--- src/rtl/u8v_pkg.sv ---
// shared types and constants of the utf-8 string validator
package u8v_pkg;

	localparam logic [7:0] CTRL_LIMIT   = 8'h20;
	localparam logic [7:0] ASCII_LIMIT  = 8'h80;
	localparam logic [7:0] LEAD2_MASK   = 8'hE0;
	localparam logic [7:0] LEAD2_CODE   = 8'hC0;
	localparam logic [7:0] LEAD2_MIN    = 8'hC2;
	localparam logic [7:0] LEAD3_MASK   = 8'hF0;
	localparam logic [7:0] LEAD3_CODE   = 8'hE0;
	localparam logic [7:0] LEAD3_SURR   = 8'hED;
	localparam logic [7:0] LEAD4_MASK   = 8'hF8;
	localparam logic [7:0] LEAD4_CODE   = 8'hF0;
	localparam logic [7:0] LEAD4_MAX    = 8'hF4;
	localparam logic [7:0] CONT_MASK    = 8'hC0;
	localparam logic [7:0] CONT_CODE    = 8'h80;
	localparam logic [7:0] CONT_A0      = 8'hA0;
	localparam logic [7:0] CONT_90      = 8'h90;

	typedef enum logic [2:0] {
		RULE_NONE  = 3'd0,
		RULE_GE_A0 = 3'd1,
		RULE_LT_A0 = 3'd2,
		RULE_GE_90 = 3'd3,
		RULE_LT_90 = 3'd4
	} rule_t;

	typedef struct packed {
		logic [1:0] pending;
		rule_t      rule;
		logic       error;
	} scan_state_t;

endpackage

--- src/rtl/u8v_if.sv ---
// request and result channels of the utf-8 string validator

interface u8v_byte_if;
	logic       valid;
	logic       ready;
	logic [7:0] byte_value;
	logic       string_end;

	modport source (output valid, output byte_value, output string_end, input ready);
	modport sink (input valid, input byte_value, input string_end, output ready);
endinterface

interface u8v_verdict_if;
	logic valid;
	logic ready;
	logic string_valid;

	modport source (output valid, output string_valid, input ready);
	modport sink (input valid, input string_valid, output ready);
endinterface

--- src/rtl/u8v_step.sv ---
// next-state decode for one string byte
module u8v_step (
	input  u8v_pkg::scan_state_t cur,
	input  logic [7:0]           byte_value,
	output u8v_pkg::scan_state_t nxt
);

	logic cont_ok;

	always_comb begin
		cont_ok = (byte_value & u8v_pkg::CONT_MASK) == u8v_pkg::CONT_CODE;
		case (cur.rule)
			u8v_pkg::RULE_GE_A0: cont_ok = cont_ok && (byte_value >= u8v_pkg::CONT_A0);
			u8v_pkg::RULE_LT_A0: cont_ok = cont_ok && (byte_value < u8v_pkg::CONT_A0);
			u8v_pkg::RULE_GE_90: cont_ok = cont_ok && (byte_value >= u8v_pkg::CONT_90);
			u8v_pkg::RULE_LT_90: cont_ok = cont_ok && (byte_value < u8v_pkg::CONT_90);
			default: cont_ok = cont_ok;
		endcase
	end

	always_comb begin
		nxt = cur;
		if (cur.pending != 2'd0) begin
			if (cont_ok) begin
				nxt.rule    = u8v_pkg::RULE_NONE;
				nxt.pending = cur.pending - 2'd1;
			end else begin
				nxt.error   = 1'b1;
				nxt.pending = 2'd0;
				nxt.rule    = u8v_pkg::RULE_NONE;
			end
		end else if (byte_value < u8v_pkg::CTRL_LIMIT) begin
			nxt.error   = 1'b1;
			nxt.pending = 2'd0;
			nxt.rule    = u8v_pkg::RULE_NONE;
		end else if (byte_value < u8v_pkg::ASCII_LIMIT) begin
			nxt = cur;
		end else if ((byte_value & u8v_pkg::LEAD2_MASK) == u8v_pkg::LEAD2_CODE) begin
			if (byte_value < u8v_pkg::LEAD2_MIN) begin
				nxt.error   = 1'b1;
				nxt.pending = 2'd0;
				nxt.rule    = u8v_pkg::RULE_NONE;
			end else begin
				nxt.pending = 2'd1;
				nxt.rule    = u8v_pkg::RULE_NONE;
			end
		end else if ((byte_value & u8v_pkg::LEAD3_MASK) == u8v_pkg::LEAD3_CODE) begin
			nxt.pending = 2'd2;
			if (byte_value == u8v_pkg::LEAD3_CODE) begin
				nxt.rule = u8v_pkg::RULE_GE_A0;
			end else if (byte_value == u8v_pkg::LEAD3_SURR) begin
				nxt.rule = u8v_pkg::RULE_LT_A0;
			end else begin
				nxt.rule = u8v_pkg::RULE_NONE;
			end
		end else if (((byte_value & u8v_pkg::LEAD4_MASK) == u8v_pkg::LEAD4_CODE)
				&& (byte_value <= u8v_pkg::LEAD4_MAX)) begin
			nxt.pending = 2'd3;
			if (byte_value == u8v_pkg::LEAD4_CODE) begin
				nxt.rule = u8v_pkg::RULE_GE_90;
			end else if (byte_value == u8v_pkg::LEAD4_MAX) begin
				nxt.rule = u8v_pkg::RULE_LT_90;
			end else begin
				nxt.rule = u8v_pkg::RULE_NONE;
			end
		end else begin
			nxt.error   = 1'b1;
			nxt.pending = 2'd0;
			nxt.rule    = u8v_pkg::RULE_NONE;
		end
	end

endmodule

--- src/rtl/utf8_string_validator_unit.sv ---
// utf-8 string validator top level: input stage, scan state and result register
// a request is registered in the input stage; an end request's result is then registered in the result register
// throughput: one byte or end request per cycle while no end request waits on an untaken result
// an end request waits in the input stage only while an earlier result is not yet taken
// reset: arst_n clears the input stage, the scan state and the result register at once
module utf8_string_validator_unit (
	input  logic                  clk,
	input  logic                  arst_n,
	u8v_byte_if.sink              bytes,
	u8v_verdict_if.source         verdict
);

	logic                 valid_s1;
	logic [7:0]           byte_s1;
	logic                 end_s1;
	logic                 advance_s1;
	logic                 out_valid_q;
	logic                 string_valid_q;
	u8v_pkg::scan_state_t state_q;
	u8v_pkg::scan_state_t state_next;

	assign advance_s1    = valid_s1 && (!end_s1 || !out_valid_q || verdict.ready);
	assign bytes.ready   = !valid_s1 || advance_s1;
	assign verdict.valid = out_valid_q;
	assign verdict.string_valid = string_valid_q;

	u8v_step u_step (
		.cur        (state_q),
		.byte_value (byte_s1),
		.nxt        (state_next)
	);

	// input stage
	always_ff @(posedge clk or negedge arst_n) begin
		if (!arst_n) begin
			valid_s1 <= 1'b0;
		end else if (bytes.ready) begin
			valid_s1 <= bytes.valid;
		end
	end

	always_ff @(posedge clk) begin
		if (bytes.valid && bytes.ready) begin
			byte_s1 <= bytes.byte_value;
			end_s1  <= bytes.string_end;
		end
	end

	// scan state
	always_ff @(posedge clk or negedge arst_n) begin
		if (!arst_n) begin
			state_q <= '0;
		end else if (advance_s1) begin
			if (end_s1) begin
				state_q <= '0;
			end else begin
				state_q <= state_next;
			end
		end
	end

	// result register
	always_ff @(posedge clk or negedge arst_n) begin
		if (!arst_n) begin
			out_valid_q <= 1'b0;
		end else if (advance_s1 && end_s1) begin
			out_valid_q <= 1'b1;
		end else if (verdict.ready) begin
			out_valid_q <= 1'b0;
		end
	end

	always_ff @(posedge clk) begin
		if (advance_s1 && end_s1) begin
			string_valid_q <= !state_q.error && (state_q.pending == 2'd0);
		end
	end

	a_result_from_end: assert property (@(posedge clk) disable iff (!arst_n)
		$rose(out_valid_q) |-> $past(advance_s1 && end_s1))
		else $error("result shown without an end request");

	a_end_clears: assert property (@(posedge clk) disable iff (!arst_n)
		(advance_s1 && end_s1) |=> (state_q == '0))
		else $error("scan state not cleared after end request");

	a_rule_needs_pending: assert property (@(posedge clk) disable iff (!arst_n)
		(state_q.rule != u8v_pkg::RULE_NONE) |-> (state_q.pending != 2'd0))
		else $error("continuation rule set with nothing pending");

	a_stall_cause: assert property (@(posedge clk) disable iff (!arst_n)
		!bytes.ready |-> (valid_s1 && end_s1 && out_valid_q && !verdict.ready))
		else $error("request side stalled without a waiting result");

endmodule
--- src/flat_wrapper.sv ---
// flat-port wrapper written by rule: the top's interface ports become plain ports
module utf8_string_validator_unit_flat 
  (clk, arst_n, bytes_valid, bytes_byte_value, bytes_string_end, bytes_ready, verdict_valid, verdict_string_valid, verdict_ready);
  u8v_byte_if bytes_i ();
  u8v_verdict_if verdict_i ();
  input  logic clk;
  input  logic arst_n;
  input wire logic [$bits(bytes_i.valid)-1:0] bytes_valid;
  input wire logic [$bits(bytes_i.byte_value)-1:0] bytes_byte_value;
  input wire logic [$bits(bytes_i.string_end)-1:0] bytes_string_end;
  output wire logic [$bits(bytes_i.ready)-1:0] bytes_ready;
  output wire logic [$bits(verdict_i.valid)-1:0] verdict_valid;
  output wire logic [$bits(verdict_i.string_valid)-1:0] verdict_string_valid;
  input wire logic [$bits(verdict_i.ready)-1:0] verdict_ready;
  assign bytes_i.valid = bytes_valid;
  assign bytes_i.byte_value = bytes_byte_value;
  assign bytes_i.string_end = bytes_string_end;
  assign bytes_ready = bytes_i.ready;
  assign verdict_valid = verdict_i.valid;
  assign verdict_string_valid = verdict_i.string_valid;
  assign verdict_i.ready = verdict_ready;
  utf8_string_validator_unit u_core (.clk(clk), .arst_n(arst_n), .bytes(bytes_i), .verdict(verdict_i));
endmodule
--- config.mk ---
export PLATFORM = sky130hd
export DESIGN_NAME = utf8_string_validator_unit_flat
export DESIGN_NICKNAME = d
export VERILOG_FILES = /design/src/rtl/u8v_pkg.sv /design/src/rtl/u8v_if.sv /design/src/rtl/u8v_step.sv /design/src/rtl/utf8_string_validator_unit.sv /design/src/flat_wrapper.sv
export SDC_FILE = /design/constraint.sdc
export NUM_CORES = 1
export LEC_CHECK = 0
export BUFFER_PORTS_ARGS = -buffer_cell sky130_fd_sc_hd__buf_2
export CAP_MARGIN = 20
export CORE_AREA = 3 3 65 67
export CTS_CLUSTER_DIAMETER = 100
export CTS_CLUSTER_SIZE = 12
export DETAILED_ROUTE_END_ITERATION = 16
export DIE_AREA = 0 0 68 70
export GPL_TIMING_DRIVEN = 0
export PLACE_DENSITY_LB_ADDON = 0.15
export SLEW_MARGIN = 0
export SYNTH_ARGS = -nofsm -noshare
export SYNTH_HDL_FRONTEND = slang
export SYNTH_SLANG_ARGS = --single-unit
--- constraint.sdc ---
create_clock -name clk -period 1.65 [get_ports clk]
set_input_delay 0.165 -clock clk [delete_from_list [all_inputs] [get_ports clk]]
set_output_delay 0.165 -clock clk [all_outputs]
set_load 0.02 [all_outputs]
==> metrics.txt, run 1 <==
run status finished, final reports clean; Slew headroom 0.750; Num Clock Sinks 18; vias in the first global route roughly 650; worst hold margin ~0.084 ns; most common cell in the netlist edfxtp_1; CORE AREA 3690 um^2; crit path kind reg -> reg; WL met3 63 um; CTS tree built; CP Capture Point u_core.state_q[5]; WHS Path Cells 1; Detailed Routing Iterations Pass 1 4; die height ~70 um; PD cells 906 nW/um^2; min Tclk post-route about 1.5 ns; DRC Markers 0; largest net degree at the start of global routing 11; Worst Path Required ~1.8 ns; Setup Skew between 0.0005 and 0.0006 ns; Ant. Diodes 0; P_leak ~0.45 nW; detailed placement HPWL 1.24 mm; # rows 22; Final setup viols 0; clock root buffer clkbuf_8; Netlist cell types 36; Syn Nets 88; cell taking the most area after synthesis edfxtp_1; reg2reg end u_core.state_q[5]; io pins 16; met2 WL 814 um; crit-path max cell delay 0.40 ns; Post-Route Utilization 0.313; Worst Path Arrival 1.70 ns; TritonCTS buffer count 3; Synth Cell Area between 900 and 1000 um^2; ratio of cells with drive above 1 in the final layout 0.344; synth cell count leaders edfxtp_1 (10), nand2_1 (9), dfrtp_1 (8), inv_1 (5), a31oi_1 (4); Synth async-reset ratio 0.444; first-pass GRT wire length around 2.9 mm; Max FO, Critical Path 3; R2R depth 6; IO buf count 15; syn avg cell area around 12 um^2; Setup TNS Final 0 ns; die area roughly 4800 um^2; H-tree depth 1; initial antenna violation count 0; final antenna-violating net count 0; Clock Pin Slew Worst Setup and Hold Paths around 0.070 ns; Max Cap Viol 0; Slew @ Worst Pin 0.375 ns; Worst Setup SP u_core.state_q[4]; number of flops mapped to enable cells by yosys 10; HP Class in -> reg; Slowest-stage cell, CP or3b_4; initial core utilization 0.246; Post-Route WL roughly 1.7 mm; initial drt markers 21; Layout Cells excl Fill roughly 140; reg2reg setup slack 0.12 ns; area added between synthesis and finish 27.3%; top routing layer in use met4; max-slew violations 0; cell count after synthesis 74; post-synth top area share 0.331; fmax about 650 MHz; post-synthesis register bit count 18; HP Start bytes_byte_value[6]; Longest Clk Path Bufs 2; vias after detailed routing approximately 630; Nets between 100 and 150; Worst-Skew Late Latency 0.25 ns; chip width approximately 70 um; Worst setup SP type flip-flop; startpoint of the worst register-to-register path u_core.state_q[4]; RePlAce Congestion 0.705; gr usage total 0.0783; Post-synth top flop edfxtp_1; grt ovf 0; Worst VDD drop ~0.32 mV; CP cell instances inv_2 > ha_4 > or3b_4 > a31oi_4 > nand4bb_1 > a22oi_1; critical path endpoint category flip-flop; Synth area leaders edfxtp_1 (33%), dfrtp_1 (22%), nand2_1 (3.7%); DP Cell Count 137; Final period util 0.926; synth warn 0; post-synthesis sequential area ratio 0.552; via/cell ratio around 4.4; Met1 Routed Length about 800 um; RSZ-0062 raised after global routing no; drt wl/cell about 12 um; Fin. Hold Viols 0
## kinds of logic (layout without fill, tap and decap cells)
group	Yosys count	after routing	share of synthesized area
AND/OR/NAND/NOR	30	30	0.225
AO/OA/AOI/OAI	17	17	0.163
adder cells (fa/ha/maj)	1	1	0.0138
XOR/XNOR	1	1	0.00966
buffers and inverters	7	29	0.0372
flip-flops	18	18	0.552
## report_power, final
group | total, mW | leakage [nW] | switching, mW | internal [mW]
clock | 0.321 | 0.0228 | 0.149 | 0.171
combinational | 0.187 | 0.225 | 0.0947 | 0.0918
sequential | 0.539 | 0.198 | 0.0245 | 0.515
total | 1.05 | 0.445 | 0.268 | 0.778
## placed cells by master (no fill, tap or decap), types with 2 or more instances in the layout
cell type / n
clkbuf_8: 3
nor2_1: 2
buf_4: 2
inv_1: 4
o21ai_0: 2
nor2_4: 2
edfxtp_1: 10
nand2_1: 9
nand2b_1: 3
clkbuf_1: 2
dfrtp_1: 8
a31oi_1: 3
nor2b_1: 2
buf_2: 15
## registers in the layout, indices dropped and copies added (netlist names)
| name | count |
|---|---|
| u_core.end_s1 | 1 |
| u_core.verdict.valid | 1 |
| u_core.valid_s1 | 1 |
| u_core.byte_s1 | 8 |
| u_core.state_q | 6 |
| u_core.verdict.string_valid | 1 |
## stage by stage
step           cell area, um^2  total power [mW]  setup slack, ns
3_3_place_gp              1040             0.698          -0.0389
3_5_place_dp              1040             0.700          -0.0349
5_1_grt                   1150              1.11          0.00389
6_report                  1150              1.05            0.122
2_1_floorplan              907             0.652            0.170
4_1_cts                   1120              1.04           0.0202
## timing repair
item	4_1_cts	5_1_grt
buffers inserted	2	0
gates resized for setup	2	7
hold buffers	1	0
pin swaps	1	1
endpoints found under the setup margin	6	5
hold endpoints to repair	8	0
## layout make-up
class,count,area [um^2]
Inverter,5,18.8
Clock buffer,4,45.0
Tap cell,48,60.1
Timing Repair Buffer,18,100
Sequential cell,18,500
Buffer,2,15.0
Multi-Input combinational cell,49,415
Fill cell,408,2530
## worst min path at each step
stage | slack [ns] | to
3_5_place_dp | 0.03 | u_core.valid_s1
5_1_grt | 0.07 | u_core.byte_s1[3]
6_report | 0.08 | u_core.byte_s1[6]
2_1_floorplan | -0.13 | u_core.state_q[0]
4_1_cts | 0.07 | u_core.byte_s1[6]
3_3_place_gp | 0.02 | u_core.valid_s1
## routing by layer
layer | global-route usage | up-vias
li1 | - | 320
met1 | 0.102 | 298
met2 | 0.120 | 13
met3 | 0.0209 | 2
met4 | 0.0331 | 0
met5 | 0 | -
## critical path: cells and delay by family (launching register included)
| kind | cells | cell delay (ns) |
|---|---|---|
| simple gates | 2 | 0.51 |
| flops | 1 | 0.35 |
| compound gates | 2 | 0.35 |
| fa+ha+maj | 1 | 0.17 |
| buf+inv | 1 | 0.06 |
(Power assumes the default switching activity.)
==> run 2, diff against run 1 <==
Settings changed: ABC_AREA set to 1, CORE_AREA 3 3 65 67 to 3 3 66 68, DIE_AREA 0 0 68 70 to 0 0 69 71.
==> run 2 against run 1 <==
Non-clock buffer count shrank 4. Total power is 5.3% lower. Largest cell class unchanged. First-iteration DRC count is 43% lower. Highest routed layer unchanged. Maximum frequency is 6.8% higher.
==> metrics.txt, run 2 <==
number of flops mapped to enable cells by yosys 10; Clock Pin Slew Worst Setup and Hold Paths about 0.07 ns; HP Start bytes_byte_value[7]; reg2reg setup slack approximately 0.22 ns; Largest regs u_core.byte_s1: 8 flops, u_core.state_q: 6 flops; P_leak approximately 0.54 nW; critical path endpoint category flip-flop; largest net degree at the start of global routing 11; # rows 23; grt ovf 0; pre-CTS worst setup slack about 0.23 ns; H-tree depth 1; initial antenna violation count 0; IO buf count 15; Met1 Routed Length roughly 940 um; WL met3 84 um; Nets ~140; Post-synth top flop edfxtp_1; io pins 16; cell taking the most area after synthesis edfxtp_1; RSZ-0062 raised after global routing no; Tot Pwr approximately 1000 uW; max-slew violations 0; cell count after synthesis 109; met2 WL between 700 and 800 um; Worst Path Required roughly 1.8 ns; post-synthesis sequential area ratio 0.533; crit path kind reg -> reg; synth cell count leaders nand2_1 (34), inv_1 (17), nor2_1 (12), edfxtp_1 (10), dfrtp_1 (8); Final setup viols 0; Worst Path Arrival 1.62 ns; Synth area leaders edfxtp_1 (32%), dfrtp_1 (21%), nand2_1 (14%); final antenna-violating net count 0; Setup TNS Final 0 ns; Max Cap Viol 0; Syn Nets approximately 120; Fin. Hold Viols 0; Synth Cell Area ~940 um^2; detailed placement HPWL ~1.5 mm; startpoint of the worst register-to-register path u_core.state_q[4]; most common cell in the netlist nand2_1; Synth async-reset ratio 0.444; Setup Skew between 0.002 and 0.003 ns; post-synth top area share 0.320; area added between synthesis and finish 20.5%; PD cells ~900 nW/um^2; hold endpoint u_core.byte_s1[7]; Longest Clk Path Bufs 2; most frequent cells in the layout nand2_1 (34), inv_1 (17), buf_2 (15); first-pass GRT wire length between 3 and 4 mm; reg2reg end u_core.state_q[4]; ratio of cells with drive above 1 in the final layout 0.225; Num Clock Sinks 18; Slew headroom 0.780; Detailed Routing Iterations Pass 1 4; Ant. Diodes 0; die height roughly 71 um; vias in the first global route approximately 700; Slew @ Worst Pin about 0.33 ns; die area around 4900 um^2; Worst-Skew Late Latency between 0.2 and 0.3 ns; min Tclk post-route roughly 1.4 ns; Post-Route WL around 1.8 mm; top routing layer in use met4; clock root buffer clkbuf_8; HP Class in -> reg; fmax between 600 and 700 MHz; syn avg cell area between 8 and 9 um^2; setup ws final 0.219 ns; vias after detailed routing just over 700; chip width ~70 um; Worst setup SP type flip-flop; DRC Markers 0; max reg flops 8; Netlist cell types 22; CTS tree built; initial drt markers 12; WHS Path Cells 1; drt wl/cell 10.1 um; Top reg by flops u_core.byte_s1; Worst VDD drop 0.436 mV; CORE AREA approximately 4000 um^2; RePlAce Congestion between 0.7 and 0.8; R2R depth 9; TritonCTS buffer count 3; run status finished, final reports clean; Final period util 0.867; Post-Route Utilization 0.289; Max FO, Critical Path 3; via/cell ratio about 4.0; commonest non-fill, non-tap cell in the layout nand2_1; post-synthesis register bit count 18; synth warn 0; gr usage total 0.0834; initial core utilization 0.240
-- run 2: cell count changes after synthesis, moves of 3 or more --
cell,change
a31oi_1,-4
inv_1,+12
nand2b_1,-3
nor2_1,+9
nand3_1,+5
nand2_1,+25
-- run 2: metal layers --
| layer | vias up | track usage |
|---|---|---|
| met5 | - | 0 |
| met4 | 0 | 0.0521 |
| met3 | 5 | 0.0213 |
| met2 | 14 | 0.114 |
| met1 | 300 | 0.116 |
| li1 | 392 | - |
-- run 2: how the worst max path moves through the flow --
stage                                     from                end  slack (ns)  cells past startpoint
after detailed placement     u_core.state_q[4]  u_core.state_q[2]        0.23                      8
after floorplan           u_core.verdict.valid  u_core.byte_s1[0]        0.23                      3
after global routing         u_core.state_q[4]  u_core.state_q[4]        0.04                      9
final                        u_core.state_q[4]  u_core.state_q[4]        0.22                      9
after global placement       u_core.state_q[4]  u_core.state_q[2]        0.25                      8
after CTS                    u_core.state_q[4]  u_core.state_q[2]        0.21                      8
-- run 2: logic make-up after synthesis --
logic type,Yosys count,share of synthesized area
compound gates,11,0.0933
fa+ha+maj,1,0.0133
buf+inv,18,0.0720
flops,18,0.533
simple gates,61,0.288
-- run 2: cell type report --
class                           count  area [um^2]
Timing Repair Buffer               16         85.1
Clock inverter                      1         3.75
Inverter                           18         67.6
Sequential cell                    18          500
Fill cell                         439         2780
Multi-Input combinational cell     73          370
Clock buffer                        3         41.3
Tap cell                           50         62.6
-- run 2: timing repair --
| action | in CTS | in global routing |
|---|---|---|
| hold buffers | 1 | 0 |
| buffers inserted | 0 | 0 |
| gates resized for setup | 0 | 0 |
| endpoints found under the hold margin | 8 | 0 |
-- run 2: critical path: stages, from the launching register on --
cell     delay [ns]
dfrtp_1        0.37
inv_1          0.05
ha_1           0.24
nor2_1         0.10
nand2_1        0.07
nor2_1         0.17
nand2_1        0.09
o21ai_0        0.15
nand2_1        0.06
nand2_1        0.06
-- run 2: per-stage QoR --
step,instances,hold slack [ns],area (um^2)
2_1_floorplan,109,-0.131,938
3_3_place_gp,174,0.0272,1080
3_5_place_dp,174,0.0289,1080
4_1_cts,179,0.0742,1130
5_1_grt,179,0.0676,1130
6_report,179,0.0809,1130
-- run 2: where the power goes --
part	switching (mW)	leakage, nW	internal, mW
Sequential	0.0242	0.202	0.511
Combinational	0.0901	0.312	0.0515
Clock	0.149	0.0231	0.165
